==> src/fpcvt_pkg.sv <==
// Package for the binary32 / binary16 converter.
// Holds field widths, exponent constants and the leading-zero count.
// No dependencies.
`timescale 1ns / 1ps
`default_nettype none

package fpcvt_pkg;

  localparam int unsigned SingleW  = 32;
  localparam int unsigned HalfW    = 16;
  localparam int unsigned SExpW    = 8;
  localparam int unsigned SManW    = 23;
  localparam int unsigned HExpW    = 5;
  localparam int unsigned HManW    = 10;
  localparam int unsigned CmdW     = 1;
  localparam int unsigned InDataW  = SingleW + HalfW;
  localparam int unsigned OutDataW = HalfW + SingleW;
  localparam int unsigned LzW      = 4;

  localparam logic [CmdW-1:0] CmdToHalf   = 1'b0;
  localparam logic [CmdW-1:0] CmdToSingle = 1'b1;

  localparam logic [SExpW-1:0] BiasDiff    = 8'd112;
  localparam logic [SExpW-1:0] SubShiftRef = 8'd113;
  localparam logic [SExpW-1:0] TinyLimit   = 8'd102;
  localparam logic [SExpW-1:0] SExpMax     = 8'hff;
  localparam logic [SExpW-1:0] HExpTop     = 8'd30;
  localparam logic [HExpW-1:0] HExpMax     = 5'h1f;

  function automatic logic [LzW-1:0] lzc10(input logic [HManW-1:0] man);
    logic [LzW-1:0] cnt;
    logic           found;
    cnt   = LzW'(HManW);
    found = 1'b0;
    for (int i = HManW - 1; i >= 0; i--) begin
      if (!found && man[i]) begin
        cnt   = LzW'(HManW - 1 - i);
        found = 1'b1;
      end
    end
    return cnt;
  endfunction

endpackage

`default_nettype wire

==> src/fpcvt_to_half.sv <==
// Binary32 to binary16 conversion, combinational.
// Round to nearest with ties away from zero; uses fpcvt_pkg.
`timescale 1ns / 1ps
`default_nettype none

module fpcvt_to_half (
  input  wire logic [fpcvt_pkg::SingleW-1:0] single_i,
  output logic      [fpcvt_pkg::HalfW-1:0]   half_o
);

  logic                          sign;
  logic [fpcvt_pkg::SExpW-1:0]   exp8;
  logic [fpcvt_pkg::SManW-1:0]   man;
  logic [fpcvt_pkg::LzW-1:0]     sub_shift;
  logic [fpcvt_pkg::SManW:0]     sub_man;
  logic [fpcvt_pkg::SManW:0]     sub_rnd;
  logic [fpcvt_pkg::SManW:0]     nrm_sum;
  logic                          carry;
  logic [fpcvt_pkg::SExpW-1:0]   nrm_exp;
  logic [fpcvt_pkg::HManW-1:0]   nan_man;
  logic [fpcvt_pkg::SExpW-1:0]   shift_full;

  always_comb begin
    sign       = single_i[31];
    exp8       = single_i[30:23];
    man        = single_i[22:0];
    shift_full = fpcvt_pkg::SubShiftRef - exp8;
    sub_shift  = shift_full[fpcvt_pkg::LzW-1:0];
    sub_man    = {1'b1, man} >> sub_shift;
    sub_rnd    = sub_man + (sub_man[12] ? 24'h002000 : 24'h000000);
    nrm_sum    = {1'b0, man} + (man[12] ? 24'h002000 : 24'h000000);
    carry      = nrm_sum[23];
    nrm_exp    = exp8 - fpcvt_pkg::BiasDiff + {7'd0, carry};
    nan_man    = man[22:13] | {9'd0, (man[22:13] == 10'd0)};

    priority if (exp8 < fpcvt_pkg::TinyLimit) begin
      half_o = {sign, 15'd0};
    end else if (exp8 <= fpcvt_pkg::BiasDiff) begin
      half_o = {sign, 4'd0, sub_rnd[23:13]};
    end else if (exp8 == fpcvt_pkg::SExpMax) begin
      if (man == 23'd0) begin
        half_o = {sign, fpcvt_pkg::HExpMax, 10'd0};
      end else begin
        half_o = {sign, fpcvt_pkg::HExpMax, nan_man};
      end
    end else if (nrm_exp > fpcvt_pkg::HExpTop) begin
      half_o = {sign, fpcvt_pkg::HExpMax, 10'd0};
    end else begin
      half_o = {sign, nrm_exp[4:0], nrm_sum[22:13]};
    end
  end

endmodule

`default_nettype wire

==> src/fpcvt_to_single.sv <==
// Binary16 to binary32 conversion, combinational.
// Renormalizes denormals with a leading-zero count; uses fpcvt_pkg.
`timescale 1ns / 1ps
`default_nettype none

module fpcvt_to_single (
  input  wire logic [fpcvt_pkg::HalfW-1:0]   half_i,
  output logic      [fpcvt_pkg::SingleW-1:0] single_o
);

  logic                        sign;
  logic [fpcvt_pkg::HExpW-1:0] exp5;
  logic [fpcvt_pkg::HManW-1:0] man;
  logic [fpcvt_pkg::LzW-1:0]   lz;
  logic [fpcvt_pkg::HManW:0]   norm_man;
  logic [fpcvt_pkg::SExpW-1:0] den_exp;
  logic [fpcvt_pkg::SExpW-1:0] nrm_exp;

  always_comb begin
    sign     = half_i[15];
    exp5     = half_i[14:10];
    man      = half_i[9:0];
    lz       = fpcvt_pkg::lzc10(man);
    norm_man = {1'b0, man} << (lz + 4'd1);
    den_exp  = fpcvt_pkg::BiasDiff - {4'd0, lz};
    nrm_exp  = {3'd0, exp5} + fpcvt_pkg::BiasDiff;

    if (exp5 == 5'd0) begin
      if (man == 10'd0) begin
        single_o = {sign, 31'd0};
      end else begin
        single_o = {sign, den_exp, norm_man[9:0], 13'd0};
      end
    end else if (exp5 == fpcvt_pkg::HExpMax) begin
      single_o = {sign, fpcvt_pkg::SExpMax, man, 13'd0};
    end else begin
      single_o = {sign, nrm_exp, man, 13'd0};
    end
  end

endmodule

`default_nettype wire

==> src/fp32_fp16_convert_core.sv <==
// Top level of the binary32 / binary16 converter: input register, conversion
// logic, result register. Uses fpcvt_pkg, fpcvt_to_half, fpcvt_to_single.
//
//   channel  dir  tdata (low bit up)                      tuser
//   s_axis   in   single_bits[31:0], half_bits[47:32]      cmd[0]
//   m_axis   out  half_result[15:0], single_result[47:16]  -
//
// One item per cycle while m_axis does not stall; an accepted item passes
// through the input register and then the result register to m_axis.
// Reset clears both valid flags; data registers are not reset.
// A stall on m_axis holds the result and lets the input register fill,
// then drops s_axis_tready until the result is taken.
`timescale 1ns / 1ps
`default_nettype none

module fp32_fp16_convert_core (
  input  wire logic                               clk_i,
  input  wire logic                               rst_ni,
  input  wire logic                               s_axis_tvalid,
  output logic                                    s_axis_tready,
  input  wire logic [fpcvt_pkg::InDataW-1:0]      s_axis_tdata,  // single_bits, half_bits
  input  wire logic [fpcvt_pkg::CmdW-1:0]         s_axis_tuser,  // cmd
  output logic                                    m_axis_tvalid,
  input  wire logic                               m_axis_tready,
  output logic      [fpcvt_pkg::OutDataW-1:0]     m_axis_tdata   // half_result, single_result
);

  logic                              in_valid_q;
  logic [fpcvt_pkg::CmdW-1:0]        cmd_q;
  logic [fpcvt_pkg::SingleW-1:0]     single_q;
  logic [fpcvt_pkg::HalfW-1:0]       half_q;
  logic                              out_valid_q;
  logic [fpcvt_pkg::OutDataW-1:0]    out_data_q;
  logic [fpcvt_pkg::OutDataW-1:0]    out_data_d;
  logic [fpcvt_pkg::HalfW-1:0]       half_res;
  logic [fpcvt_pkg::SingleW-1:0]     single_res;
  logic                              out_load;
  logic                              in_load;

  fpcvt_to_half u_to_half (
    .single_i (single_q),
    .half_o   (half_res)
  );

  fpcvt_to_single u_to_single (
    .half_i   (half_q),
    .single_o (single_res)
  );

  always_comb begin
    out_load      = !out_valid_q || m_axis_tready;
    in_load       = !in_valid_q || out_load;
    s_axis_tready = in_load;
    m_axis_tvalid = out_valid_q;
    m_axis_tdata  = out_data_q;
    if (cmd_q == fpcvt_pkg::CmdToSingle) begin
      out_data_d = {single_res, 16'd0};
    end else begin
      out_data_d = {32'd0, half_res};
    end
  end

  always_ff @(posedge clk_i or negedge rst_ni) begin
    if (!rst_ni) begin
      in_valid_q  <= 1'b0;
      out_valid_q <= 1'b0;
    end else begin
      if (in_load) begin
        in_valid_q <= s_axis_tvalid;
      end
      if (out_load) begin
        out_valid_q <= in_valid_q;
      end
    end
  end

  always_ff @(posedge clk_i) begin
    if (in_load && s_axis_tvalid) begin
      cmd_q    <= s_axis_tuser;
      single_q <= s_axis_tdata[31:0];
      half_q   <= s_axis_tdata[47:32];
    end
    if (out_load && in_valid_q) begin
      out_data_q <= out_data_d;
    end
  end

endmodule

`default_nettype wire
==> config.mk <==
export PLATFORM = sky130hd
export DESIGN_NAME = fp32_fp16_convert_core
export DESIGN_NICKNAME = d
export VERILOG_FILES = /design/src/fpcvt_pkg.sv /design/src/fpcvt_to_half.sv /design/src/fpcvt_to_single.sv /design/src/fp32_fp16_convert_core.sv
export SDC_FILE = /design/constraint.sdc
export NUM_CORES = 1
export LEC_CHECK = 0
export BUFFER_PORTS_ARGS = -buffer_cell sky130_fd_sc_hd__buf_2
export CORE_MARGIN = 1.5
export CORE_UTILIZATION = 35
export DETAILED_ROUTE_END_ITERATION = 10
export SLEW_MARGIN = 20
export SYNTH_ARGS = -nofsm -noshare
export SYNTH_HDL_FRONTEND = slang
export SYNTH_SLANG_ARGS = --single-unit
==> constraint.sdc <==
create_clock -name clk_i -period 4.9 [get_ports clk_i]
set_input_delay 0.245 -clock clk_i [delete_from_list [all_inputs] [get_ports clk_i]]
set_output_delay 0.245 -clock clk_i [all_outputs]
set_load 0.02 [all_outputs]
==> results of run 1 <==
==> power by group through the flow <==
stage / logic (mW) / clock network, mW / registers [mW]
finish: 0.334 / 0.723 / 0.915
global route: 0.367 / 0.767 / 0.921
CTS: 0.334 / 0.745 / 0.915
detailed placement: 0.332 / 0 / 0.930
global placement: 0.332 / 0 / 0.929
floorplan: 0.226 / 0 / 0.934
==> cells by family after synthesis <==
kind of cell | after synthesis
AO/OA/AOI/OAI | 107
other | 1
adder cells (fa/ha/maj) | 11
flip-flops | 85
buffers and inverters | 57
multiplexers | 23
XOR/XNOR | 17
AND/OR/NAND/NOR | 165
==> routing by layer <==
layer	global-route usage [%]	vias to the layer above	routed length [µm]
met1	25.13	1833	5967
met3	4.414	18	1003
li1	-	1877	-
met2	23.50	185	5098
met5	0	-	0
met4	5.233	0	202
==> worst max-delay path, stage by stage (launching register included) <==
cell and delay (ns):
edfxtp_1 0.44, ha_1 0.23, ha_1 0.21, and3_1 0.21, and3_1 0.21, and3_1 0.21
and3_1 0.19, ha_1 0.21, ha_1 0.32, nand2_1 0.08, o41ai_1 0.31, a21oi_1 0.13
o221ai_1 0.54, nor2_1 0.08, o21ai_0 0.19, a221oi_1 0.11
==> final cells by class <==
class | instances | area [µm²] | area share, %
timing repair buffer | 92 | 470.5 | 8.076
inverter | 18 | 67.56 | 1.160
antenna | 1 | 2.502 | 0.04296
clock inverter | 6 | 87.58 | 1.503
multi-input combinational | 336 | 2205 | 37.84
sequential | 85 | 2542 | 43.64
clock buffer | 9 | 225.2 | 3.866
tap | 180 | 225.2 | 3.866
==> stage by stage <==
stage          instances  instance area, µm²  utilization, %  setup WS [ns]
4_1_cts              726                5819           41.92         0.9469
3_5_place_dp         710                5497           39.60         0.9852
6_report             727                5826           41.97         0.9305
3_3_place_gp         710                5497           39.60          1.037
5_1_grt              727                5826           41.97         0.6589
2_1_floorplan        478                5034               -          1.289
==> flip-flops by register name (all words and copies together), names as in the netlist <==
| signal | cells |
|---|---|
| m_axis_tvalid | 1 |
| single_q | 32 |
| in_valid_q | 1 |
| cmd_q | 1 |
| m_axis_tdata | 34 |
| half_q | 16 |
==> cells in the final DEF, fill, tap and decap left out, types with 4 or more instances in the layout <==
master | Yosys | layout
a211oi_1 | 7 | 7
a21oi_1 | 25 | 25
a221oi_1 | 10 | 10
a31oi_1 | 5 | 5
and3_1 | 10 | 10
buf_2 | 4 | 89
clkbuf_16 | 0 | 9
conb_1 | 1 | 13
edfxtp_1 | 83 | 83
ha_1 | 11 | 11
inv_1 | 16 | 16
mux2_2 | 8 | 8
mux2i_1 | 11 | 11
nand2_1 | 29 | 29
nand2b_1 | 14 | 14
nand3_1 | 19 | 19
nor2_1 | 45 | 44
nor2b_1 | 7 | 7
nor3_1 | 12 | 12
nor4_1 | 6 | 6
o21ai_0 | 15 | 14
o21ai_1 | 3 | 4
o22ai_1 | 6 | 6
o31ai_1 | 4 | 4
or3_1 | 5 | 5
xnor2_1 | 8 | 8
xor2_1 | 8 | 8
==> worst paths after layout <==
path	start	cells after the start	endpoint
worst max-delay path	single_q[13]	15	m_axis_tdata[6]
worst min-delay path	s_axis_tdata[18]	1	single_q[18]
worst max register to register	single_q[13]	15	m_axis_tdata[6]
worst min register to register	in_valid_q	1	m_axis_tvalid
max in group asynchronous	rst_ni	2	in_valid_q
min in group asynchronous	rst_ni	2	m_axis_tvalid
==> results.md, run 1 <==
* Status: finished clean
* TNS Setup at 0 ns
* Global-route wire length before repair at 18950 µm
* Layout net count at 606
* Sw Pwr at 0.5373 mW
* Worst setup path class: flip-flop to flip-flop
* Largest family of logic cells by synthesized area: simple AND/OR/NAND/NOR gates
* Top FF cell, synth: edfxtp_1
* Synth Warn # at 0
* RSZ-0062 raised after global routing: no
* Clk root buf: clkbuf_16
* PnR Total Power at 1.973 mW
* Filler cells at 1353
* Post-synth EDFFs at 83
* Total I/O pin count at 103
* Vias/cell at 5.382
* CP Data Arrival Time at 4.02 ns
* TritonCTS Buffers at 9
* Area grow syn2layout at 16.78%
* Fmax at 251.9 MHz
* Antenna viol nets, final at 0
* Slew HR at 38.20%
* Max-slew violation count at 0
* Total die area at 14980 µm²
* Antenna violations before repair at 1
* Starting Density at 35.94%
* Mapped Area at 4989 µm²
* Global router's overall resource usage at 16.78%
* Horiz. Die Dim at 122.4 µm
* DR WL/cell at 16.88 µm
* Final setup viols at 0
* CP startpoint kind: flip-flop
* Pint at 1.435 mW
* Sequential Power Share at 46.4%
* Hold Crit Class: input port to flip-flop
* IR Drop Worst-Case VDD at 0.2611 mV
* Placer Congestion at 0.9198
* Worst Path Required at 4.95 ns
* Static Leak at 2.251 nW
* WL final at 12270 µm
* Layout cell share with drive strength beyond 1 at 24.18%
* Number of hold buffers added after cts at 1
* R2r setup slk at 0.93 ns
* Residual DRC at 0
* Max cap viols at 0
* Adder-cell share of the synthesized area at 2.759%
* Drt pass-1 iters at 7
* Ys async rst share at 2.353%
* Core footprint at 13880 µm²
* Clock power frac at 36.7%
* Total grt overflow at 0
* Clock Path Buffers at 2
* Netlist cell types at 70
* Area share of the largest cell type after synthesis at 49.96%
* Worst Skew at 0.01021 ns
* Seq/Total Area, Yosys at 50.97%
* Avg Inst Size Synth at 10.71 µm²
* Post-DP HPWL at 8969 µm
* Post-Synth XOR/XNOR Area at 3.135%
* Post-CTS Resized at 0
* Leading area contributor after synthesis: edfxtp_1
* Clock Latency Late Sink at 0.35 ns
* Most numerous cell in the Yosys netlist: edfxtp_1
* Largest net degree at the start of global routing at 50
* Mapped Cells at 466
* Switching share of power at 27.24%
* H-tree levels at 3
* Simple-gate share of the synthesized area at 16.90%
* Row cnt at 43
* Worst hold margin at 0.06629 ns
* Final worst-path cycle share at 81.01%
* Vias at 3913
* Clock Sinks at 85
* Crit path capture type: flip-flop
* Worst-path clk slew at 0.06 ns
* Initial drt markers at 287
* Least-Margin Pin Slew at 0.9200 ns
* Vias in the first global route at 3520
* Multiplexer area fraction after synthesis at 5.593%
* Synth top area cells: edfxtp_1, nor2_1, ha_1, a21oi_1, mux2i_1
* IO Port Bufs at 89
* Combinational power share at 17.0%
* PwrDens at 338.6 nW/µm²
* CP max FO at 7
* Synth Area in Compound Gates at 14.72%
* #FFs+latches synth at 85
* CTS tree: built
* Final worst path period need at 3.970 ns
* Post-synth top cells: edfxtp_1, nor2_1, nand2_1
* Final hold vios at 0
* Die span in y at 122.4 µm
* Number of post-CTS setup repair buffers at 0
No activity file was read; power rests on OpenSTA's default activity.
==> run 2: changes to the inputs <==
==> constraint.sdc (replaced) <==
create_clock -name clk_i -period 4 [get_ports clk_i]
set_input_delay 0.2 -clock clk_i [delete_from_list [all_inputs] [get_ports clk_i]]
set_output_delay 0.2 -clock clk_i [all_outputs]
set_load 0.02 [all_outputs]
==> run 2 against run 1 <==
Against the previous run: final area is 2.5% higher; critical path depth decreased by 1; wire length up 3.4%; critical endpoint is now m_axis_tdata[0].
==> results.md, run 2 (synthesis results as in run 1) <==
* Most frequent cells in the layout: buf_2, edfxtp_1, nor2_1, nand2_1, a21oi_1
* Antenna viol nets, final at 0
* Register-to-Register Path Depth at 14
* Design Area, Final at 5973 µm²
* Final hold vios at 0
* Sw Pwr at 0.6528 mW
* Worst Path Required at 4.07 ns
* Min-delay src: s_axis_tdata[27]
* Static Leak at 2.344 nW
* Fmax at 261.9 MHz
* Row cnt at 43
* DP Cell Count at 727
* Clock Sinks at 85
* Die span in y at 122.4 µm
* PwrDens at 406.9 nW/µm²
* Max cap viols at 0
* Switching share of power at 26.86%
* Vias/cell at 5.434
* Final cell count without fillers at 744
* Antenna diodes at 0
* RR Startpoint: single_q[13]
* Initial drt markers at 361
* Filler cells at 1324
* Vias at 4043
* Layout Utilization at 43.03%
* Multi-input gate area at 2231 µm²
* R2r setup slk at 0.18 ns
* Max reg flops at 34
* Starting Density at 35.94%
* Residual DRC at 0
* Antenna violations before repair at 0
* DR WL/cell at 17.06 µm
* IO Port Bufs at 89
* Total grt overflow at 0
* Area grow syn2layout at 19.74%
* TritonCTS Buffers at 9
* Hold Crit Class: input port to flip-flop
* Final worst path period need at 3.818 ns
* Worst R2R End: m_axis_tdata[0]
* Max-slew violation count at 0
* IR Drop Worst-Case VDD at 0.2270 mV
* CP Data Arrival Time at 3.89 ns
* Worst Skew at 0.008787 ns
* Core footprint at 13880 µm²
* Combinational power share at 18.3%
* Slew HR at 45.96%
* Layout net count at 623
* Worst setup path class: flip-flop to flip-flop
* CTS tree: built
* Crit path capture type: flip-flop
* Final worst-path cycle share at 95.44%
* Largest net degree at the start of global routing at 50
* Post-DP HPWL at 9271 µm
* CP max FO at 11
* Sequential Power Share at 45.7%
* H-tree levels at 3
* Global router's overall resource usage at 17.08%
* Status: finished clean
* Final setup viols at 0
* Global-route wire length before repair at 19270 µm
* Worst-path clk slew at 0.06 ns
* Clock Latency Late Sink at 0.35 ns
* Horiz. Die Dim at 122.4 µm
* Clock Path Buffers at 2
* Total die area at 14980 µm²
* Layout cell share with drive strength beyond 1 at 26.24%
* Least-Margin Pin Slew at 0.8044 ns
* Pint at 1.778 mW
* Clk root buf: clkbuf_16
* Clock power frac at 36.0%
* Worst hold path cell count at 1
* Most common cell after layout, fill and taps aside: buf_2
* WL final at 12690 µm
* Drt pass-1 iters at 5
* CP startpoint kind: flip-flop
* Total I/O pin count at 103
* Vias in the first global route at 3706
* Area after DPL at 5624 µm²
* Sequential cell area at 2542 µm²
* Placer Congestion at 0.9113
* TNS Setup at 0 ns
* Hold EP: single_q[27]
* RSZ-0062 raised after global routing: no
[run 2: worst max-delay path by stage]
stage / startpoint / end / slack (ns) / cells after the start
final: single_q[13] / m_axis_tdata[0] / 0.18 / 14
after global routing: single_q[13] / m_axis_tdata[9] / 0.002 / 14
after CTS: single_q[13] / m_axis_tdata[5] / 0.16 / 14
after detailed placement: single_q[13] / m_axis_tdata[5] / 0.16 / 14
after global placement: single_q[13] / m_axis_tdata[0] / 0.32 / 14
after floorplan: single_q[13] / m_axis_tdata[0] / 0.39 / 15
[run 2: area by class of cell]
type | instances | share of cell area [%]
clock buffer | 12 | 3.959
tap | 180 | 3.770
sequential | 85 | 42.56
multi-input combinational | 336 | 37.35
timing repair buffer | 109 | 10.01
clock inverter | 4 | 1.215
inverter | 18 | 1.131
[run 2: per-stage QoR]
stage               hold slack [ns]  setup WS, ns  total power, mW
finish                      0.02481        0.1825            2.430
CTS                         0.01416        0.1604            2.444
global placement           -0.01537        0.3155            1.560
global route               0.009074      0.002450            2.538
detailed placement         -0.01170        0.1563            1.566
floorplan                  -0.09559        0.3893            1.422
[run 2: critical path: stages (launching register included)]
cell,delay [ns]
edfxtp_1,0.44
ha_1,0.23
ha_1,0.23
and3_1,0.23
and3_1,0.22
and3_1,0.22
and3_1,0.19
ha_1,0.21
ha_1,0.32
nand2_1,0.08
o41ai_1,0.29
a21oi_1,0.15
o221a_4,0.34
a221oi_1,0.31
nor3_1,0.08
[run 2: power groups by stage]
| stage | sequential (mW) | combinational [mW] | clock [mW] |
|---|---|---|---|
| after floorplan | 1.14 | 0.277 | 0 |
| after global placement | 1.13 | 0.432 | 0 |
| after detailed placement | 1.13 | 0.436 | 0 |
| after CTS | 1.11 | 0.439 | 0.894 |
| after global routing | 1.12 | 0.483 | 0.938 |
| final | 1.11 | 0.444 | 0.875 |
[run 2: repair_timing]
action	CTS	global route
endpoints found under the setup margin	0	6
hold endpoints to repair	2	0
buffers inserted	0	0
gates resized for setup	0	4
hold buffers	1	0
[run 2: metal layers]
metal  wire, µm  GRT usage (%)  part of all wire (%)  up-vias
met2       5346          25.00                    42      179
li1           -              -                     -     1915
met3       1027          4.554                   8.1       24
met5          0              0                     0        -
met4        310          7.485                   2.4        0
met1       6007          23.70                    47     1925
